$ cat src/hw/rtl/irpr_pkg.sv
// irpr_pkg: shared types for the ir pulse-ratio decoder
// holds the controller/datapath command and status structs and the result record
// no dependencies
package irpr_pkg;

  // result kinds
  localparam logic KIND_RUN   = 1'b0;
  localparam logic KIND_FRAME = 1'b1;

  // line level codes
  localparam logic LEVEL_ON  = 1'b1;
  localparam logic LEVEL_OFF = 1'b0;

  // output mode register values
  localparam logic MODE_FRAME = 1'b0;
  localparam logic MODE_RUNS  = 1'b1;

  // widths of the result fields
  localparam int WidthBits = 16;
  localparam int CodeBits  = 32;
  localparam int TdataBits = 64;

  // commands from the controller to the datapath
  typedef struct packed {
    logic load;     // take a new input word
    logic step;     // process one sample
    logic trail;    // push the trailing run into the pending slot, then clear
    logic frame;    // emit the decoded frame, then clear
    logic clear;    // clear the decode state
    logic flush;    // emit the pending run as the final result
  } irpr_cmd_t;

  // status from the datapath to the controller
  typedef struct packed {
    logic mode;         // current output mode
    logic trans;        // the current sample ends a run
    logic pend_valid;   // a run report waits in the pending slot
    logic out_busy;     // output register holds an untaken result
    logic last_sample;  // the current sample is the last of the word
    logic last_word;    // the word in work closes a capture
    logic run_one;      // the open run is exactly one sample long
  } irpr_sts_t;

  // one result record before packing
  typedef struct packed {
    logic                 kind;
    logic                 level;
    logic [WidthBits-1:0] width;
    logic [CodeBits-1:0]  code;
    logic                 last;
  } irpr_res_t;

endpackage

$ cat src/hw/rtl/irpr_datapath.sv
// irpr_datapath: sample shifter, run counters, bit decoder, pending slot and output register
// depends on irpr_pkg; driven by irpr_ctrl through irpr_cmd_t
module irpr_datapath #(
  parameter int SAMPLES_PER_WORD = 32,
  parameter int RUN_COUNT_BITS   = 16
) (
  input  logic              clk_i,
  input  logic              rst_ni,
  input  irpr_pkg::irpr_cmd_t cmd_i,
  output irpr_pkg::irpr_sts_t sts_o,
  input  logic [31:0]       word_i,
  input  logic              last_i,
  input  logic              cfg_we_i,
  input  logic              cfg_mode_i,
  input  logic              out_take_i,
  output logic              out_valid_o,
  output irpr_pkg::irpr_res_t out_res_o
);
  import irpr_pkg::*;

  localparam int CntBits = $clog2(SAMPLES_PER_WORD);
  localparam int RunExt  = RUN_COUNT_BITS + WidthBits;
  localparam int ProdW   = RUN_COUNT_BITS + 3;

  logic [SAMPLES_PER_WORD-1:0] word_q, word_d;
  logic [CntBits-1:0]          cnt_q, cnt_d;
  logic                        last_q, last_d;
  logic                        mode_q, mode_d;
  logic                        level_q, level_d;
  logic [RUN_COUNT_BITS-1:0]   run_q, run_d;
  logic [RUN_COUNT_BITS-1:0]   mark_q, mark_d;
  logic [CodeBits-1:0]         code_q, code_d;
  logic                        pend_valid_q, pend_valid_d;
  logic                        pend_level_q, pend_level_d;
  logic [WidthBits-1:0]        pend_width_q, pend_width_d;
  logic                        out_valid_q, out_valid_d;
  irpr_res_t                   out_q, out_d;

  logic                  sample;
  logic                  trans;
  logic [RunExt-1:0]     run_ext;
  logic [WidthBits-1:0]  run_sat;
  logic [ProdW-1:0]      mark5, space6;
  logic [RUN_COUNT_BITS:0] mark2;
  logic                  bit_taken, bit_one;
  irpr_res_t             pend_res;

  // current sample: a low line means carrier on
  assign sample = ~word_q[0];
  assign trans  = (sample != level_q);

  // run width clipped to the report field
  assign run_ext = {{WidthBits{1'b0}}, run_q};
  assign run_sat = (run_ext > RunExt'(17'h0FFFF)) ? {WidthBits{1'b1}} : run_ext[WidthBits-1:0];

  // mark/space ratio tests as cross products: 5m < 6s and 2m < s
  assign mark5     = (ProdW'(mark_q) << 2) + ProdW'(mark_q);
  assign space6    = (ProdW'(run_q) << 2) + (ProdW'(run_q) << 1);
  assign mark2     = {mark_q, 1'b0};
  assign bit_taken = (mark5 < space6);
  assign bit_one   = (mark2 < {1'b0, run_q});

  // pending run as a result record
  always_comb begin
    pend_res       = '0;
    pend_res.kind  = KIND_RUN;
    pend_res.level = pend_level_q;
    pend_res.width = pend_width_q;
  end

  // next-state logic
  always_comb begin
    word_d       = word_q;
    cnt_d        = cnt_q;
    last_d       = last_q;
    mode_d       = mode_q;
    level_d      = level_q;
    run_d        = run_q;
    mark_d       = mark_q;
    code_d       = code_q;
    pend_valid_d = pend_valid_q;
    pend_level_d = pend_level_q;
    pend_width_d = pend_width_q;
    out_valid_d  = out_valid_q;
    out_d        = out_q;

    // output transaction taken
    if (out_take_i) begin
      out_valid_d = 1'b0;
    end

    if (cfg_we_i) begin
      mode_d = cfg_mode_i;
    end

    if (cmd_i.load) begin
      word_d = word_i[SAMPLES_PER_WORD-1:0];
      last_d = last_i;
      cnt_d  = '0;
    end

    // one sample per step
    if (cmd_i.step) begin
      word_d = word_q >> 1;
      cnt_d  = cnt_q + CntBits'(1);
      if (!trans) begin
        if (run_q != {RUN_COUNT_BITS{1'b1}}) begin
          run_d = run_q + RUN_COUNT_BITS'(1);
        end
      end else begin
        if (mode_q == MODE_RUNS) begin
          if (pend_valid_q) begin
            out_valid_d = 1'b1;
            out_d       = pend_res;
          end
          pend_valid_d = 1'b1;
          pend_level_d = level_q;
          pend_width_d = run_sat;
        end
        if (level_q == LEVEL_ON) begin
          mark_d = run_q;
        end else if (bit_taken) begin
          code_d = {code_q[CodeBits-2:0], bit_one};
        end
        run_d   = RUN_COUNT_BITS'(1);
        level_d = ~level_q;
      end
    end

    // trailing run goes through the pending slot
    if (cmd_i.trail) begin
      if (pend_valid_q) begin
        out_valid_d = 1'b1;
        out_d       = pend_res;
      end
      pend_valid_d = 1'b1;
      pend_level_d = level_q;
      pend_width_d = run_sat;
    end

    // decoded frame report
    if (cmd_i.frame) begin
      out_valid_d = 1'b1;
      out_d       = '0;
      out_d.kind  = KIND_FRAME;
      out_d.code  = code_q;
      out_d.last  = 1'b1;
    end

    // final run report of the word
    if (cmd_i.flush) begin
      out_valid_d   = 1'b1;
      out_d         = pend_res;
      out_d.last    = 1'b1;
      pend_valid_d  = 1'b0;
    end

    // back to the idle line state after a capture
    if (cmd_i.clear || cmd_i.trail || cmd_i.frame) begin
      level_d = LEVEL_ON;
      run_d   = '0;
      mark_d  = '0;
      code_d  = '0;
    end
  end

  // control and decode state
  always_ff @(posedge clk_i or negedge rst_ni) begin
    if (!rst_ni) begin
      mode_q       <= MODE_FRAME;
      level_q      <= LEVEL_ON;
      run_q        <= '0;
      mark_q       <= '0;
      code_q       <= '0;
      cnt_q        <= '0;
      last_q       <= 1'b0;
      pend_valid_q <= 1'b0;
      out_valid_q  <= 1'b0;
    end else begin
      mode_q       <= mode_d;
      level_q      <= level_d;
      run_q        <= run_d;
      mark_q       <= mark_d;
      code_q       <= code_d;
      cnt_q        <= cnt_d;
      last_q       <= last_d;
      pend_valid_q <= pend_valid_d;
      out_valid_q  <= out_valid_d;
    end
  end

  // payload registers
  always_ff @(posedge clk_i) begin
    word_q       <= word_d;
    pend_level_q <= pend_level_d;
    pend_width_q <= pend_width_d;
    out_q        <= out_d;
  end

  // status toward the controller
  always_comb begin
    sts_o             = '0;
    sts_o.mode        = mode_q;
    sts_o.trans       = trans;
    sts_o.pend_valid  = pend_valid_q;
    sts_o.out_busy    = out_valid_q;
    sts_o.last_sample = (cnt_q == CntBits'(SAMPLES_PER_WORD - 1));
    sts_o.last_word   = last_q;
    sts_o.run_one     = (run_q == RUN_COUNT_BITS'(1));
  end

  assign out_valid_o = out_valid_q;
  assign out_res_o   = out_q;

endmodule

$ cat src/hw/rtl/irpr_ctrl.sv
// irpr_ctrl: sequencer for the ir pulse-ratio decoder
// depends on irpr_pkg; commands irpr_datapath through irpr_cmd_t
module irpr_ctrl (
  input  logic                clk_i,
  input  logic                rst_ni,
  input  logic                in_valid_i,
  output logic                in_ready_o,
  input  irpr_pkg::irpr_sts_t sts_i,
  output irpr_pkg::irpr_cmd_t cmd_o
);
  import irpr_pkg::*;

  localparam logic [1:0] S_IDLE  = 2'd0;
  localparam logic [1:0] S_RUN   = 2'd1;
  localparam logic [1:0] S_END   = 2'd2;
  localparam logic [1:0] S_FLUSH = 2'd3;

  logic [1:0] state_q, state_d;
  logic       need_out;

  // a step that closes a run in run mode pushes out the pending report
  assign need_out = sts_i.trans && (sts_i.mode == MODE_RUNS) && sts_i.pend_valid;

  // state transitions and commands
  always_comb begin
    state_d    = state_q;
    cmd_o      = '0;
    in_ready_o = 1'b0;
    case (state_q)
      S_IDLE: begin
        in_ready_o = 1'b1;
        if (in_valid_i) begin
          cmd_o.load = 1'b1;
          state_d    = S_RUN;
        end
      end
      S_RUN: begin
        if (!need_out || !sts_i.out_busy) begin
          cmd_o.step = 1'b1;
          if (sts_i.last_sample) begin
            state_d = S_END;
          end
        end
      end
      S_END: begin
        if (!sts_i.last_word) begin
          state_d = S_FLUSH;
        end else if (sts_i.mode == MODE_FRAME) begin
          if (!sts_i.out_busy) begin
            cmd_o.frame = 1'b1;
            state_d     = S_IDLE;
          end
        end else if (sts_i.run_one) begin
          cmd_o.clear = 1'b1;
          state_d     = S_FLUSH;
        end else if (!sts_i.pend_valid || !sts_i.out_busy) begin
          cmd_o.trail = 1'b1;
          state_d     = S_FLUSH;
        end
      end
      S_FLUSH: begin
        if (!sts_i.pend_valid) begin
          state_d = S_IDLE;
        end else if (!sts_i.out_busy) begin
          cmd_o.flush = 1'b1;
          state_d     = S_IDLE;
        end
      end
      default: begin
        state_d = S_IDLE;
      end
    endcase
  end

  // state register
  always_ff @(posedge clk_i or negedge rst_ni) begin
    if (!rst_ni) begin
      state_q <= S_IDLE;
    end else begin
      state_q <= state_d;
    end
  end

endmodule

$ cat src/hw/rtl/ir_pulse_ratio_decoder.sv
// ir_pulse_ratio_decoder: top level of the ir pulse-ratio decoder
// depends on irpr_pkg, irpr_ctrl and irpr_datapath
//
// Decodes an oversampled infrared receiver line that arrives as words of
// SAMPLES_PER_WORD samples, bit 0 first, a low sample meaning carrier on.
// The block measures each mark and space run; when a space ends, a mark to
// space ratio under 1.2 shifts a bit into the code (1 when under 0.5).
// With output_mode 0 the last word of a capture yields one frame report
// (code, command, repeat flag, byte check); with output_mode 1 every run
// is reported except a one-sample run that ends a capture. The decode
// state clears after each last word. A word is loaded, stepped through
// the run counter sample by sample, then closed out in the end and flush
// states (a frame-mode last word sends its frame report from the end
// state and skips the flush). It takes longer when a result is due while
// the output register still holds an untaken result; run reports pass
// through one pending slot ahead of the output register. The next word
// is accepted only after the previous one is done. Config writes are
// always ready and must only happen while the block is idle.
module ir_pulse_ratio_decoder #(
  parameter int SAMPLES_PER_WORD = 32,
  parameter int RUN_COUNT_BITS   = 16
) (
  input  logic        clk_i,
  input  logic        rst_ni,
  // config write channel
  input  logic        cfg_valid_i,
  output logic        cfg_ready_o,
  input  logic [0:0]  cfg_data_i,     // output_mode
  // sample stream in
  input  logic        s_axis_tvalid,
  output logic        s_axis_tready,
  input  logic [31:0] s_axis_tdata,   // sample_word[31:0]
  input  logic        s_axis_tlast,   // last_word
  // result stream out
  output logic        m_axis_tvalid,
  input  logic        m_axis_tready,
  // run_level[0], run_width[16:1], raw_code[48:17], command[55:49],
  // repeat_flag[56], check_ok[57], zero fill[63:58]
  output logic [63:0] m_axis_tdata,
  output logic [0:0]  m_axis_tuser,   // kind
  output logic        m_axis_tlast    // last_of_run
);
  import irpr_pkg::*;

  irpr_cmd_t cmd;
  irpr_sts_t sts;
  irpr_res_t res;
  logic      out_valid;
  logic [7:0] code_hi, code_lo;
  logic [8:0] byte_sum;
  logic       check_ok;

  assign cfg_ready_o = 1'b1;

  irpr_ctrl u_ctrl (
    .clk_i      (clk_i),
    .rst_ni     (rst_ni),
    .in_valid_i (s_axis_tvalid),
    .in_ready_o (s_axis_tready),
    .sts_i      (sts),
    .cmd_o      (cmd)
  );

  irpr_datapath #(
    .SAMPLES_PER_WORD (SAMPLES_PER_WORD),
    .RUN_COUNT_BITS   (RUN_COUNT_BITS)
  ) u_datapath (
    .clk_i       (clk_i),
    .rst_ni      (rst_ni),
    .cmd_i       (cmd),
    .sts_o       (sts),
    .word_i      (s_axis_tdata),
    .last_i      (s_axis_tlast),
    .cfg_we_i    (cfg_valid_i & cfg_ready_o),
    .cfg_mode_i  (cfg_data_i[0]),
    .out_take_i  (m_axis_tvalid & m_axis_tready),
    .out_valid_o (out_valid),
    .out_res_o   (res)
  );

  // byte complement check over the low half of the code
  assign code_hi  = res.code[15:8];
  assign code_lo  = res.code[7:0];
  assign byte_sum = {1'b0, code_hi} + {1'b0, code_lo};
  assign check_ok = (byte_sum == 9'd255);

  // result packing
  assign m_axis_tvalid = out_valid;
  assign m_axis_tdata  = {6'd0, check_ok, code_hi[0], code_hi[7:1], res.code,
                          res.width, res.level};
  assign m_axis_tuser  = res.kind;
  assign m_axis_tlast  = res.last;

endmodule
$ cat config.mk
export PLATFORM = sky130hd
export DESIGN_NAME = ir_pulse_ratio_decoder
export DESIGN_NICKNAME = d
export VERILOG_FILES = /design/src/hw/rtl/irpr_pkg.sv /design/src/hw/rtl/irpr_datapath.sv /design/src/hw/rtl/irpr_ctrl.sv /design/src/hw/rtl/ir_pulse_ratio_decoder.sv
export SDC_FILE = /design/constraint.sdc
export NUM_CORES = 1
export LEC_CHECK = 0
export BUFFER_PORTS_ARGS = -buffer_cell sky130_fd_sc_hd__buf_2
export CORE_ASPECT_RATIO = 0.5
export CORE_MARGIN = 10
export CORE_UTILIZATION = 60
export DETAILED_ROUTE_END_ITERATION = 6
export PLACE_DENSITY = 0.81
export REMOVE_ABC_BUFFERS = 1
export SLEW_MARGIN = 20
export SYNTH_ARGS = -nofsm -noshare
export SYNTH_HDL_FRONTEND = slang
export SYNTH_HIERARCHICAL = 1
export SYNTH_SLANG_ARGS = --single-unit
$ cat constraint.sdc
create_clock -name clk_i -period 4.3 [get_ports clk_i]
set_input_delay 0.645 -clock clk_i [delete_from_list [all_inputs] [get_ports clk_i]]
set_output_delay 0.645 -clock clk_i [all_outputs]
set_load 0.02 [all_outputs]
# Word level (Yosys, flattened, before mapping)
# Cells that the tools add are included.
[word_totals] ff_bits=176 in_bits=39 out_inout_bits=69 wordCells=150
[classes] n_addsub=5 n_lt_le_gt_ge=3 eq_ne=13 muxes=77 n_bitwise=3 reduce_logical=30
[ops] op="$mux W51" n=7
[ops] op="$mux W16" n=13
[ops] op="$mux W32" n=5
[ops] op="$mux W31" n=2
[ops] op="$mux W50" n=1
[ops] op="$mux W1" n=35
[ops] op="$add A18 B16 Y19" n=1
[ops] op="$add A18 B17 Y19" n=1
[ops] op="$lt A19 B19 Y1" n=1
[ops] op="$mux W2" n=9
[ops] op="$lt A17 B16 Y1" n=1
[ops] op="$add A16 B1 Y16 const B" n=1
[ops] op="$eq A16 B1 Y1 const B" n=1
[ops] op="$gt A16 B16 Y1 const B" n=1
[ops] op="$ne A16 B16 Y1 const B" n=1
[ops] op="$reduce_bool A2 Y1" n=8
[ops] op="$reduce_bool A3 Y1" n=4
[ops] op="$mux W5" n=2
[ops] op="$add A8 B8 Y9" n=1
[ops] op="$eq A9 B8 Y1 const B" n=1
[ops] op="$reduce_and A3 Y1" n=3
[ops] op="$pmux W2 S4" n=1
[ops] op="$reduce_and A4 Y1" n=2
[ops] op="$mux W3" n=2
[ops] op="16 further kinds" n=27

# Depth between registers and ports, before layout
[depth] word_depth=13 ltp_mapped=16 ltp_nobuf=15

# Cells and area by module
# The synthesis kept the hierarchy.
[modules_own_cells] module="irpr_datapath" instances=1 cells_each=909 area_each_um2=9311.4 seq_area_each_um2=4335.4
[modules_own_cells] module="ir_pulse_ratio_decoder" instances=1 cells_each=63 area_each_um2=514.2 seq_area_each_um2=0.0
[modules_own_cells] module="irpr_ctrl" instances=1 cells_each=26 area_each_um2=209.0 seq_area_each_um2=50.0

# Least setup slack after synthesis
# Ideal clock, no wire load.
[synth_path] kind="register to register" start="register u_datapath.run_q[0]" end="register u_datapath.code_q[2]" setup_ps=79 arrival_time_ps=3453 t_required_ps=4221 setup_slack_ps=768 stages_incl_launch_ff=16 n_path_buf=1 synth_period_minus_slack_ps=3532 path_cell_list="dfrtp_1 ha_1 fa_1 a21oi_1 o21ai_0 a41o_1 o41ai_1 xnor2_1 ha_1 a21oi_1 nor2_1 a211oi_1 o211ai_1 a21oi_4 buf_6 mux2i_1"
[synth_via] elab_chain_len=9 elab_cells_between_ends=17 classes_between="add/sub (1); order compare (1); eq/ne (2); mux (7); reduce/logical (6)"
[synth_lines] element="start, declared" line_no="irpr_datapath.sv:30" source="logic [RUN_COUNT_BITS-1:0] run_q, run_d;"
[synth_lines] element="start signal, assigned" line_no="irpr_datapath.sv:182" source="run_q <= run_d;"
[synth_lines] element="branches (longest 9 deep; another with $add A18 B17 Y19)"
[synth_lines] element="end signal, assigned" line_no="irpr_datapath.sv:184" source="code_q <= code_d;"
[synth_lines] element="end, declared" line_no="irpr_datapath.sv:32" source="logic [CodeBits-1:0] code_q, code_d;"
# Parallel ways; which one is timed is not known.
# A chain may end at the register's enable or synchronous reset.

# Final worst setup path
[layout_path] start="register u_datapath.run_q[2]" end="register u_datapath.code_q[11]"
# The elaborated chain is that of the path after synthesis.

==> flow_summary.json <==
{
  "status": "complete, no violations",
  "synth_cells": 998,
  "slowest_stage": "dfrtp_1",
  "dieArea_um2": 22610,
  "postCtsHoldBufs": 0,
  "vdd_ir_drop_max_uv": 394.9,
  "postRouteAntennaNets": 0,
  "clkTransAtPathRegs_ns": 0.07,
  "placed_cell_area_um2": 10540,
  "gr-total-overflow": 0,
  "layout_common_cells": "nand2_1 (136), buf_2 (99), a21oi_1 (93)",
  "nNetsFinal": 1189,
  "initial_core_util_pct": 61.22,
  "crit_chain": "inv_1 > ha_1 > o21ai_0 > o21ai_0 > a31oi_1 > nor4bb_1 > a311oi_1 > xnor2_1 > ha_1 > nor2b_1 > o21ai_0 > o211ai_1 > a21oi_4 > buf_12 > mux2i_1",
  "cts_buffers": 17,
  "rows": 33,
  "reg2reg_to": "u_datapath/code_q[11]",
  "worstPathArrival_ns": 4.33,
  "r2r_start": "u_datapath/run_q[2]",
  "relSlewSlack_pct": 29.34,
  "gp_congestion": 0.9287,
  "use_met3_pct": 5.237,
  "layout_commonest_cell": "nand2_1",
  "root_buffer": "clkbuf_16",
  "busiest_layer": "met2",
  "grt_start_max_net_pins": 86,
  "cts-htree-levels": 4,
  "syn_to_final_growth_pct": 11.55,
  "cp.depth": 15,
  "fin_crit_ns": 3.976,
  "first_global_vias": 7603,
  "crit_family": "compound AO/OA/AOI/OAI gates",
  "detail_route.iter0.violations": 545,
  "power_density_nw_per_um2": 555.9,
  "vias_per_cell": 5.924,
  "synth_edf_count": 48,
  "setup_violations": 0,
  "cpPeakStageDelay_ns": 0.55,
  "skew_ns": 0.01313,
  "fmax_ghz": 0.2515,
  "rsz0062_at_grt": "no",
  "reg2reg_setup_slack_ns": 0.32,
  "critPathLaunchType": "flop",
  "cts.path.max_buffers": 2,
  "grt_use_met2_pct": 32.98,
  "ioPinCount": 108,
  "grt_usage_pct": 20.75,
  "clk_latency_ns": 0.44,
  "core_area_um2": 16390,
  "critPathCapture": "u_datapath/code_q[11]",
  "path_common_cell": "o21ai_0",
  "hpwlAfterDp_um": 16330,
  "path_class": "reg -> reg",
  "wl_per_cell_um": 17.94,
  "critical_path.startpoint": "u_datapath/run_q[2]",
  "chipHeight_um": 111.4,
  "final_area_um2": 11190,
  "num_vias": 7737,
  "async_reset_ff_share_pct": 43.18,
  "worst_pin_slew_ns": 1.033,
  "leakage_nw": 4.955,
  "drt-total-wl_um": 23430,
  "hold_viol_final": 0,
  "avgSynthCellArea_um2": 10.05,
  "cts_tree": "built",
  "slew_viol_final": 0,
  "cp_max_fo": 32,
  "fin_crit_sh_pct": 92.47,
  "grt_pass1_wl_um": 38840,
  "hold_class": "in -> async",
  "ys_seq_area_share_pct": 43.70,
  "crit_buf_inv": 2,
  "drtPass1Iterations": 5,
  "endpoint_kind": "flop",
  "netlist_area_um2": 10030,
  "clock_sinks": 176,
  "synth.distinct_cells": 82,
  "die_x_um": 202.9,
  "hold_slack_ns": 0.3757,
  "drive_above_1_share_pct": 20.48,
  "synth_ff_type": "dfrtp_1",
  "ys_warn_count": 6,
  "rr_worst_depth": 15,
  "portBuffers": 100,
  "required_ns": 4.65,
  "antenna_found_initial": 0,
  "cap_violations": 0,
  "num_antenna_cells": 0,
  "ys_ff_latch": 176,
  "gr-usage-met1_pct": 27.09,
  "drcViolationCount": 0
}
## Yosys cell counts (3+ instances only)
library cell  count  area [µm²]
a211o_1           3       26.28
nand3_1          16       80.08
fa_1              3       60.06
buf_4            22       165.2
nand2b_1          3       18.77
a22oi_2           9       112.6
inv_1            31       116.4
mux2i_1          33       330.3
and2_1            4       25.02
a22oi_1          11       82.58
dfrtp_1          75        1877
a31oi_1           5       31.28
o21a_1            8       60.06
dfxtp_1          52        1041
a21o_1           18       135.1
o21ai_0          57       285.3
nand2_1         136       510.5
a2111oi_0         4       35.03
nand4_1          10       62.56
o21ai_2           9       78.83
and3_1            9       56.30
ha_1             81        1013
nor3_1            7       35.03
a211oi_1          8       60.06
buf_2             5       25.02
nor2_1           41       153.9
a21oi_1          94       470.5
xor2_1            9       78.83
clkbuf_1         33       123.9
o21ai_1           4       20.02
nand3b_1         32       240.2
xnor2_1          19       166.4
or3_1             3       18.77
mux2_2           33       371.6
edfxtp_1         48        1441
nor2b_1           7       43.79
buf_6             5       56.30
## cells by family (layout without fill, tap and decap cells)
| family | Yosys count | count (layout) | share of synthesized area, % |
|---|---|---|---|
| xor gates and xnor gates | 29 | 29 | 2.606 |
| muxes | 66 | 66 | 6.995 |
| adders and majority gates | 84 | 84 | 10.70 |
| other | 2 | 7 | 0.07484 |
| buffers and inverters | 98 | 174 | 5.037 |
| and+or+nand+nor | 287 | 287 | 14.28 |
| AOI/OAI and AO/OA | 256 | 256 | 16.61 |
| DFF | 176 | 176 | 43.70 |
## per-layer routing
metal  part of all wire (%)  vias to the layer above
met2                     46                      243
met5                      0                        -
met1                     45                     3745
li1                       -                     3715
met4                    1.6                        0
met3                    6.6                       34
## how the worst min path moves through the flow
stage / cells past startpoint / to / slack, ns
2_1_floorplan: 0 / u_ctrl/state_q[0] / 0.35
3_3_place_gp: 1 / u_datapath/out_res_o[0] / 0.44
3_5_place_dp: 1 / u_datapath/out_res_o[0] / 0.45
4_1_cts: 1 / u_datapath/run_q[5] / 0.41
5_1_grt: 2 / u_datapath/last_q / 0.43
6_report: 1 / u_datapath/cnt_q[3] / 0.38
## per-stage QoR
step	instances	power, mW	TNS [ns]	setup slack (ns)	util, %
2_1_floorplan	936	3.984	-364.49	-4.714	-
3_3_place_gp	1271	4.562	0	0.4129	64.32
3_5_place_dp	1271	4.655	0	0.2277	64.32
4_1_cts	1303	6.234	0	0.1513	68.02
5_1_grt	1306	6.573	0	0.03158	68.28
6_report	1306	6.222	0	0.3237	68.28
## power by group
part	leakage, nW	switching, mW	total, mW	internal, mW
combinational	2.73	1.33	2.19	0.869
sequential	1.92	0.246	2.47	2.22
clock	0.298	0.737	1.56	0.823
total	4.95	2.31	6.22	3.91
## cell type report
| class | instances | area, µm² |
|---|---|---|
| clock inverter | 13 | 141.4 |
| fill | 1252 | 5199 |
| tap | 227 | 284.0 |
| sequential | 176 | 4385 |
| multi-input combinational | 729 | 5200 |
| inverter | 31 | 116.4 |
| timing repair buffer | 111 | 601.8 |
| clock buffer | 19 | 464.2 |
## flip-flops by register name, summed over array words and instances (netlist names)
| name | flops |
|---|---|
| u_datapath/pend_width_q | 16 |
| u_datapath/pend_level_q | 1 |
| u_datapath/code_q | 32 |
| u_datapath/run_q | 16 |
| u_datapath/out_res_o | 51 |
| u_datapath/mark_q | 16 |
| u_datapath/level_q | 1 |
| u_datapath/cnt_q | 5 |
| u_datapath/word_q | 32 |
| u_datapath/pend_valid_q | 1 |
| u_datapath/mode_q | 1 |
| u_ctrl/state_q | 2 |
| u_datapath/last_q | 1 |
| u_datapath/out_valid_o | 1 |
## repair_timing
| action | in CTS | in global routing |
|---|---|---|
| buffers inserted | 0 | 2 |
| endpoints found under the setup margin | 0 | 32 |
| gates resized for setup | 0 | 5 |
No activity file was read; power rests on OpenSTA's default activity.
